<file path="config.mk">
export PLATFORM = sky130hd
export DESIGN_NAME = lcg_uniform_range_draw
export DESIGN_NICKNAME = d
export VERILOG_FILES = /design/src/hdl/lurd_pkg.sv /design/src/hdl/lcg_uniform_range_draw.sv
export VERILOG_INCLUDE_DIRS = /design/src /design/src/hdl
export SDC_FILE = /design/constraint.sdc
export NUM_CORES = 2
export LEC_CHECK = 0
export BUFFER_PORTS_ARGS = -buffer_cell sky130_fd_sc_hd__buf_2
export CAP_MARGIN = 20
export CORE_MARGIN = 2
export CORE_UTILIZATION = 65
export CTS_CLUSTER_SIZE = 40
export DETAILED_ROUTE_END_ITERATION = 12
export PLACE_DENSITY = 0.88
export RECOVER_POWER = 50
export SLEW_MARGIN = 20
export SYNTH_ARGS = -nofsm -noshare
export SYNTH_HDL_FRONTEND = slang
export SYNTH_SLANG_ARGS = --single-unit
</file>
<file path="constraint.sdc">
create_clock -name clk -period 10.65 [get_ports clk]
set_input_delay 0.5325 -clock clk [delete_from_list [all_inputs] [get_ports clk]]
set_output_delay 0.5325 -clock clk [all_outputs]
set_load 0.1 [all_outputs]
</file>
<file path="src/hdl/lcg_uniform_range_draw_macros.svh">
// Assertion macros for the uniform range draw block.
`ifndef LCG_UNIFORM_RANGE_DRAW_MACROS_SVH
`define LCG_UNIFORM_RANGE_DRAW_MACROS_SVH

`ifndef SYNTH
`define LURD_ASSERT_ALWAYS(lbl, cond, msg) \
  lbl: assert property (@(posedge clk) disable iff (rst) (cond)) else $error(msg);
`define LURD_ASSERT_NEXT(lbl, ante, cons, msg) \
  lbl: assert property (@(posedge clk) disable iff (rst) (ante) |=> (cons)) else $error(msg);
`else
`define LURD_ASSERT_ALWAYS(lbl, cond, msg)
`define LURD_ASSERT_NEXT(lbl, ante, cons, msg)
`endif

`endif

</file>
<file path="src/hdl/lurd_pkg.sv">
`default_nettype none
package lurd_pkg;

  localparam logic [31:0] LCG_MUL     = 32'd1103515245;
  localparam logic [30:0] LCG_ADD     = 31'd12345;
  localparam logic [31:0] ZERO_SUBST  = 32'd123459876;
  localparam logic [31:0] STATE_RESET = 32'd937186357;
  localparam logic [31:0] RANGE_SPAN  = 32'h8000_0000;

  localparam int RND_W = 8;
  localparam int DCNT_W = 5;
  localparam logic [DCNT_W-1:0] DCNT_LAST = '1;

  localparam logic KIND_SEED = 1'b0;
  localparam logic KIND_DRAW = 1'b1;

  typedef enum logic [2:0] {
    S_IDLE,
    S_PDIV,
    S_BMUL,
    S_LMUL,
    S_LADD,
    S_CMP,
    S_QDIV,
    S_DONE
  } st_t;

endpackage
`default_nettype wire

</file>
<file path="src/hdl/lcg_uniform_range_draw.sv">
// Reseed request: loads the seed, then SHUFFLE_ROUNDS generator steps, no result.
// Draw request: a part size divide, a bound multiply, generator tries (multiply,
// add, compare) until one falls under the bound, a quotient divide, then the
// output register load, held while a pending result is stalled. A new request is
// taken only once the sequencer is back in idle. Shared multiplier and divider.
// Synchronous reset: generator state back to 937186357, sequencer idle, no result.
`default_nettype none
module lcg_uniform_range_draw #(
  parameter int SHUFFLE_ROUNDS = 50
) (
  input  wire logic        clk,
  input  wire logic        rst,
  input  wire logic        in_valid,
  output logic             in_stall,
  input  wire logic        kind,
  input  wire logic [31:0] seed_value,
  input  wire logic [30:0] upper_bound,
  output logic             out_valid,
  input  wire logic        out_stall,
  output logic      [30:0] value
);

`include "lcg_uniform_range_draw_macros.svh"

  lurd_pkg::st_t st, st_next;

  logic [31:0] gen;
  logic [31:0] prod;
  logic [31:0] bound;
  logic [31:0] dvs;
  logic [31:0] np1;
  logic [31:0] quo;
  logic [32:0] rem;
  logic [lurd_pkg::DCNT_W-1:0] dcnt;
  logic [lurd_pkg::RND_W-1:0]  rnd;
  logic        drawing;

  logic [31:0] mul_a, mul_b, mul_out;
  logic [32:0] rem_sh;
  logic [33:0] diff;
  logic        ge;
  logic [32:0] rem_step;
  logic [31:0] quo_step;
  logic        accept, raw_ok, out_free, div_last;

  assign accept   = in_valid && !in_stall;
  assign raw_ok   = {1'b0, gen[30:0]} < bound;
  assign out_free = !out_valid || !out_stall;
  assign div_last = dcnt == lurd_pkg::DCNT_LAST;
  assign mul_out  = mul_a * mul_b;

  always_comb begin
    in_stall = (st != lurd_pkg::S_IDLE);
    mul_a    = dvs;
    mul_b    = np1;
    if (st == lurd_pkg::S_LMUL) begin
      mul_a = (gen == 32'd0) ? lurd_pkg::ZERO_SUBST : gen;
      mul_b = lurd_pkg::LCG_MUL;
    end
    rem_sh   = {rem[31:0], quo[31]};
    diff     = {1'b0, rem_sh} - {2'b00, dvs};
    ge       = !diff[33];
    rem_step = ge ? diff[32:0] : rem_sh;
    quo_step = {quo[30:0], ge};
  end

  always_comb begin
    st_next = st;
    unique case (st)
      lurd_pkg::S_IDLE: begin
        if (accept) begin
          if (kind == lurd_pkg::KIND_DRAW) st_next = lurd_pkg::S_PDIV;
          else if (SHUFFLE_ROUNDS == 0)    st_next = lurd_pkg::S_IDLE;
          else                             st_next = lurd_pkg::S_LMUL;
        end
      end
      lurd_pkg::S_PDIV: if (div_last) st_next = lurd_pkg::S_BMUL;
      lurd_pkg::S_BMUL: st_next = lurd_pkg::S_LMUL;
      lurd_pkg::S_LMUL: st_next = lurd_pkg::S_LADD;
      lurd_pkg::S_LADD: begin
        if (drawing)                          st_next = lurd_pkg::S_CMP;
        else if (rnd == lurd_pkg::RND_W'(1))  st_next = lurd_pkg::S_IDLE;
        else                                  st_next = lurd_pkg::S_LMUL;
      end
      lurd_pkg::S_CMP:  st_next = raw_ok ? lurd_pkg::S_QDIV : lurd_pkg::S_LMUL;
      lurd_pkg::S_QDIV: if (div_last) st_next = lurd_pkg::S_DONE;
      lurd_pkg::S_DONE: if (out_free) st_next = lurd_pkg::S_IDLE;
      default:          st_next = lurd_pkg::S_IDLE;
    endcase
  end

  always_ff @(posedge clk) begin
    if (rst) begin
      st        <= lurd_pkg::S_IDLE;
      gen       <= lurd_pkg::STATE_RESET;
      out_valid <= 1'b0;
      drawing   <= 1'b0;
      rnd       <= '0;
      dcnt      <= '0;
    end else begin
      st <= st_next;
      if (st == lurd_pkg::S_DONE && out_free) out_valid <= 1'b1;
      else if (out_valid && !out_stall)       out_valid <= 1'b0;
      unique case (st)
        lurd_pkg::S_IDLE: begin
          if (accept) begin
            drawing <= (kind == lurd_pkg::KIND_DRAW);
            gen     <= (kind == lurd_pkg::KIND_DRAW) ? gen : seed_value;
            rnd     <= lurd_pkg::RND_W'(SHUFFLE_ROUNDS);
            dcnt    <= '0;
          end
        end
        lurd_pkg::S_PDIV, lurd_pkg::S_QDIV: dcnt <= dcnt + lurd_pkg::DCNT_W'(1);
        lurd_pkg::S_LADD: begin
          gen <= {1'b0, prod[30:0] + lurd_pkg::LCG_ADD};
          if (!drawing) rnd <= rnd - lurd_pkg::RND_W'(1);
        end
        lurd_pkg::S_CMP:  dcnt <= '0;
        default: ;
      endcase
    end
  end

  always_ff @(posedge clk) begin
    case (st)
      lurd_pkg::S_IDLE: begin
        quo <= lurd_pkg::RANGE_SPAN;
        rem <= '0;
        dvs <= {1'b0, upper_bound} + 32'd1;
        np1 <= {1'b0, upper_bound} + 32'd1;
      end
      lurd_pkg::S_PDIV: begin
        quo <= quo_step;
        rem <= rem_step;
        if (div_last) dvs <= quo_step;
      end
      lurd_pkg::S_BMUL: bound <= mul_out;
      lurd_pkg::S_LMUL: prod <= mul_out;
      lurd_pkg::S_CMP: begin
        quo <= {1'b0, gen[30:0]};
        rem <= '0;
      end
      lurd_pkg::S_QDIV: begin
        quo <= quo_step;
        rem <= rem_step;
      end
      lurd_pkg::S_DONE: if (out_free) value <= quo[30:0];
      default: ;
    endcase
  end

  `LURD_ASSERT_NEXT(a_step_31bit, st == lurd_pkg::S_LADD, gen[31] == 1'b0, "state above 31 bits after step")
  `LURD_ASSERT_ALWAYS(a_part_nonzero, st != lurd_pkg::S_BMUL || dvs != 32'd0, "part size is zero")
  `LURD_ASSERT_ALWAYS(a_quo_in_range, st != lurd_pkg::S_DONE || quo < np1, "draw above upper bound")
  `LURD_ASSERT_NEXT(a_done_holds, st == lurd_pkg::S_DONE && out_valid && out_stall, st == lurd_pkg::S_DONE, "result overwrote pending output")

endmodule
`default_nettype wire

</file>
=== Yosys cells after proc, flatten, opt, wreduce, memory -nomap -nowiden ===
Cells that the tools add are included.

* Flip-flop bits (word level): 272
* Latch bits: 0
* RAM bits: 0
* ROM bits: 0
* Input port bits: 68
* Output and inout port bits: 33
* Logic and storage cells: 87
* Memories: 0

* Add/subtract/negate cells: 5
* Multiply operators: 1
* Divide/modulo/power cells: 0
* $lt $le $gt $ge: 1
* Eq/ne operators: 15
* Shift operators: 0
* Mux-type cells: 27
* Bitwise operators: 0
* Reduce and logical (&&, ||, !) cells: 25

{| class="wikitable"
|+ Operator list
! cell !! number
|-
| 2-to-1 mux 32 bit || 7
|-
| one-hot mux 32 bit (2 select lines) || 3
|-
| one-hot mux 32 bit (3 select lines) || 1
|-
| subtractor 33 x 32 -> 34 bit || 1
|-
| adder 31 x 1 -> 32 bit, second input constant || 1
|-
| zero test 32 bit || 1
|-
| less-than comparator 31 x 32 -> 1 bit || 1
|-
| multiplier 32 x 32 -> 32 bit || 1
|-
| adder 31 x 14 -> 31 bit, second input constant || 1
|-
| one-hot mux 3 bit (8 select lines) || 1
|-
| 2-to-1 mux 3 bit || 6
|-
| 2-to-1 mux 8 bit || 2
|-
| one-hot mux 8 bit (2 select lines) || 1
|-
| one-hot mux 5 bit (3 select lines) || 1
|-
| equality test 3 bit, second input constant || 4
|-
| inequality test 2 bit, second input constant || 6
|-
| equality test 8 x 1 -> 1 bit, second input constant || 1
|-
| AND reduction 2 bit || 4
|-
| nonzero test 2 bit || 4
|-
| subtractor 8 x 1 -> 8 bit, second input constant || 1
|-
| equality test 3 x 2 -> 1 bit, second input constant || 2
|-
| AND reduction 3 bit || 2
|-
| nonzero test 3 bit || 2
|-
| adder 5 x 1 -> 5 bit, second input constant || 1
|-
| 11 further kinds || 19
|}

=== Longest topological paths before layout ===
* Depth after elaboration: 5
* Mapped depth: 34
* Gate-level depth less buffers: 31

=== Least setup slack after synthesis ===
OpenSTA, ideal clock, no wires.

* Kind: register to register
* Start point: register st[0]
* End point: register bound[30] (data pin)
* Setup time: 0.262 ns
* Arrival time: 9.051 ns
* Data required time: 10.388 ns
* Setup slack: 1.337 ns
* Cell stages (with the launch flop): 32
* Buffers on the path: 5
* Period minus slack after synthesis: 9.313 ns
* Cell sequence: dfxtp_1 > nand2_1 > or2_1 > buf_2 > inv_2 > clkbuf_1 > clkbuf_1 > clkbuf_1 > clkbuf_1 > o21ai_0 > fa_1 > fa_1 > fa_1 > fa_1 > inv_1 > fa_1 > fa_1 > fa_1 > inv_1 > fa_1 > inv_1 > ha_1 > a21o_1 > a21o_1 > a21o_1 > a21oi_1 > nand2_1 > a211oi_1 > nor3_1 > or3_1 > a21oi_1 > xnor2_1

* Cells in the longest elaborated chain, start to end: 3
* Elaborated cells between the ends (all ways): 4
* Those cells by class: 1 x mul; 1 x eq/ne; 2 x mux

{| class="wikitable"
|+ RTL lines
! element !! line !! RTL
|-
| start, declared || lcg_uniform_range_draw.sv:25 || <nowiki>lurd_pkg::st_t st, st_next;</nowiki>
|-
| start signal, assigned || lcg_uniform_range_draw.sv:94 || <nowiki>st <= lurd_pkg::S_IDLE;</nowiki>
|-
| start signal, assigned || lcg_uniform_range_draw.sv:101 || <nowiki>st <= st_next;</nowiki>
|-
| equality test 3 x 2 -> 1 bit (*) || lcg_uniform_range_draw.sv:56 || <nowiki>if (st == lurd_pkg::S_LMUL) begin</nowiki>
|-
| 2-to-1 mux 32 bit || lcg_uniform_range_draw.sv:56 ||
|-
| multiplier 32 x 32 -> 32 bit (*) || lcg_uniform_range_draw.sv:50 || <nowiki>assign mul_out = mul_a * mul_b;</nowiki>
|-
| net mul_out[30] || lcg_uniform_range_draw.sv:38 || <nowiki>logic [31:0] mul_a, mul_b, mul_out;</nowiki>
|-
| end signal, assigned || lcg_uniform_range_draw.sv:137 || <nowiki>lurd_pkg::S_BMUL: bound <= mul_out;</nowiki>
|-
| end, declared || lcg_uniform_range_draw.sv:29 || <nowiki>logic [31:0] bound;</nowiki>
|}

The timed path passes the listed nets; every way through them passes the cells marked *.
A chain may end at the register's enable or synchronous reset.

=== Worst setup path in the final report ===
* Start point: register gen[17]
* End point: register bound[30] (data pin)

* Cells in the longest elaborated chain, start to end: 4

{| class="wikitable"
|+ RTL lines
! element !! line !! RTL
|-
| start, declared || lcg_uniform_range_draw.sv:27 || <nowiki>logic [31:0] gen;</nowiki>
|-
| start signal, assigned || lcg_uniform_range_draw.sv:95 || <nowiki>gen <= lurd_pkg::STATE_RESET;</nowiki>
|-
| start signal, assigned || lcg_uniform_range_draw.sv:108 || <nowiki>gen <= (kind == lurd_pkg::KIND_DRAW) ? gen : seed_value;</nowiki>
|-
| start signal, assigned || lcg_uniform_range_draw.sv:115 || <nowiki>gen <= {1'b0, prod[30:0] + lurd_pkg::LCG_ADD};</nowiki>
|-
| zero test 32 bit || lcg_uniform_range_draw.sv:57 || <nowiki>mul_a = (gen == 32'd0) ? lurd_pkg::ZERO_SUBST : gen;</nowiki>
|-
| 2-to-1 mux 32 bit (*) || lcg_uniform_range_draw.sv:57 ||
|-
| 2-to-1 mux 32 bit (*) || lcg_uniform_range_draw.sv:56 ||
|-
| multiplier 32 x 32 -> 32 bit (*) || lcg_uniform_range_draw.sv:50 ||
|-
| net mul_out[30] || lcg_uniform_range_draw.sv:38 ||
|}

Marked as above.

==> reports/results.txt <==
Die X - 218 um
Layout cells sized above 1 - 0.0746
Final hold viol count - 0
Crit. Startpoint - gen[17]$_SDFFE_PP0P_
Yosys warnings - 0
Area growth syn-to-layout - 8.50%
Clock root cell - clkbuf_16
Crit path largest cell delay - 0.56 ns
DR vias - 25210
Initial Util - 0.656
Flop2flop setup slack - 1.17 ns
# DRC - 0
Worst-Skew Late Latency - 0.60 ns
Final worst path period share - 0.890
Post_cts resized - 0
TritonCTS Buffers - 28
Max Fanout on Critical Path - 22
Largest net degree at the start of global routing - 73
Drt wl/cell - 27.9 um
Critical path launch point type - flip-flop
CORE AREA - 0.0452 sq mm
R2R depth - 29
Max-slew headroom - -0.284
GPL Wtd Cong - 1.12
Crit Reg-Reg Startpoint - gen[17]$_SDFFE_PP0P_
CTS H-tree lvls - 1
Worst EP required - 10.95 ns
Worst Max-Slew Pin Slew - 1.93 ns
Top_reg_cell synth - edfxtp_1
HPWL Detailed - 83400 um
Post-synth EDFFs - 222
R2R Path End - bound[30]$_DFFE_PP_
CP endpoint - bound[30]$_DFFE_PP_
Drt pass-1 iters - 6
Synth Net Count - 3797
Cell mode on critical path - fa_1
Drt total wl - 108000 um
Fin crit period - 9.48 ns
All-Layer GR Usage - 0.464
Input/output buffers - 100
Die height - 218 um
Failing checks - max-capacitance violations, max-slew violations
Die area - 0.0474 sq mm
Reg clk slew, reported paths - 0.06 ns
Synthesized instance count - 3129
Yosys cell types - 73
CTS tree - done
Initial DRC count - 3162
Top-count cell post-synth - inv_1
Avg Synthesized Cell Area - 9.48 sq um
Peak Freq - 106 MHz
CTS Hold Buffers Added - 0
CP endpoint kind - flip-flop
ANT nets after route - 0
Slew Viols, Final - 166
# nets final - 3903
Overflow after GRT - 0
Vias in the first global route - 25896
Antenna violations before repair - 7
Worst EP arrival - 9.78 ns
Sequential area share after synthesis - 0.258
Max-cap violations - 5
Top post-synthesis cells by count - inv_1, fa_1, nor2_1, nand2_1, edfxtp_1
# rows - 78
Post-Synthesis Cell Area - 0.0297 sq mm
CTS sink cnt - 272
Status - complete, but fails checks
Most area-consuming cells after synthesis - fa_1, edfxtp_1, ha_1
First-pass GRT wire length - 160000 um
Crit-path slowest cell - fa_1
Clock skew - 0.0374 ns
Vias per cell - 6.53
Worst Hold Class - in2reg
Sum Neg Setup Slack - 0 ns
RSZ-0062 raised after global routing - no
CTS Buffer Depth - 3
Setup bufs post-CTS - 0
CP Class - reg2reg
Setup Viol. Count Final - 0
Register bit total from synthesis - 272
Cell taking the most area after synthesis - fa_1
Post-synth ARST share - 0
Top-area cell type share of the netlist area - 0.276
IO Pins - 101
==> critical path: cells and delay by family (launching register included) <==
family | cells | cell delay (ns)
AO/OA/AOI/OAI | 8 | 2.27
XOR/XNOR | 1 | 0.11
adder cells (fa/ha/maj) | 9 | 4.48
buffers and inverters | 4 | 0.53
flip-flops | 1 | 0.31
AND/OR/NAND/NOR | 7 | 1.47
==> metrics by stage <==
stage / utilization / instances / setup WS (ns) / hold slack, ns / cell area [sq um]
global route: 0.712 / 3856 / 0.717 / 0.255 / 32200
global placement: 0.692 / 3803 / 1.43 / 0.448 / 31300
detailed placement: 0.692 / 3803 / 1.30 / 0.472 / 31300
floorplan: - / 3129 / 1.34 / 0.429 / 29700
finish: 0.712 / 3860 / 1.17 / 0.239 / 32200
CTS: 0.712 / 3854 / 1.24 / 0.228 / 32200
==> sequential cells by signal, indices dropped and copies added, names as in the netlist, 3 cells and up <==
| signal | count |
|---|---|
| bound | 32 |
| dcnt | 5 |
| dvs | 32 |
| gen | 32 |
| np1 | 32 |
| prod | 31 |
| quo | 32 |
| rem | 32 |
| rnd | 8 |
| st | 3 |
| value | 31 |
==> metal layers <==
layer  track usage  wire, um  up-vias
li1              -         -    10409
met1         0.595     37500    12306
met2         0.682     45800     2018
met3         0.146     15800      473
met4         0.304      8670        4
met5             0        67        -
==> layout make-up <==
type,count,area [sq um]
fillers,3322,13000
diodes,4,10.0
repair buffers,208,1290
inverters,477,1790
flip-flops and latches,272,7670
well taps,600,751
multi-input cells,2248,19800
clock buffers,35,757
clock inverters,16,158
==> cell usage in the layout, fill, tap and decap left out, drive strengths merged, types with 26 or more instances in the layout <==
cell type,instances
nor2,377
ha,191
fa,409
clkbuf,74
and3,141
nand3,71
nand2,341
xnor2,116
dfxtp,50
a22o,30
edfxtp,222
a21o,31
a21oi,105
buf,169
inv,478
o21ai,60
nand2b,31
o31ai,26
xor2,57
==> cells by family after synthesis <==
logic type / after synthesis / synth area share
adder cells (fa/ha/maj): 600 / 0.357
multiplexers: 16 / 0.00557
buffers and inverters: 609 / 0.0777
AND/OR/NAND/NOR: 1075 / 0.163
AO/OA/AOI/OAI: 383 / 0.0868
XOR/XNOR: 174 / 0.0518
flip-flops: 272 / 0.258
==> how the worst min path moves through the flow <==
stage | from | endpoint | slack [ns] | depth (start not counted)
after floorplan | dcnt[3]$_SDFFE_PP0P_ | dcnt[3]$_SDFFE_PP0P_ | 0.43 | 1
after global placement | dcnt[3]$_SDFFE_PP0P_ | dcnt[3]$_SDFFE_PP0P_ | 0.45 | 1
after detailed placement | dcnt[3]$_SDFFE_PP0P_ | dcnt[3]$_SDFFE_PP0P_ | 0.47 | 1
after CTS | out_stall | out_valid$_SDFFE_PP0P_ | 0.23 | 3
after global routing | out_stall | out_valid$_SDFFE_PP0P_ | 0.25 | 3
final | out_stall | out_valid$_SDFFE_PP0P_ | 0.24 | 3
Power is left out: the tool's default activity adds up to more than one toggle a clock period on the data nets, which glitch-free logic cannot reach.
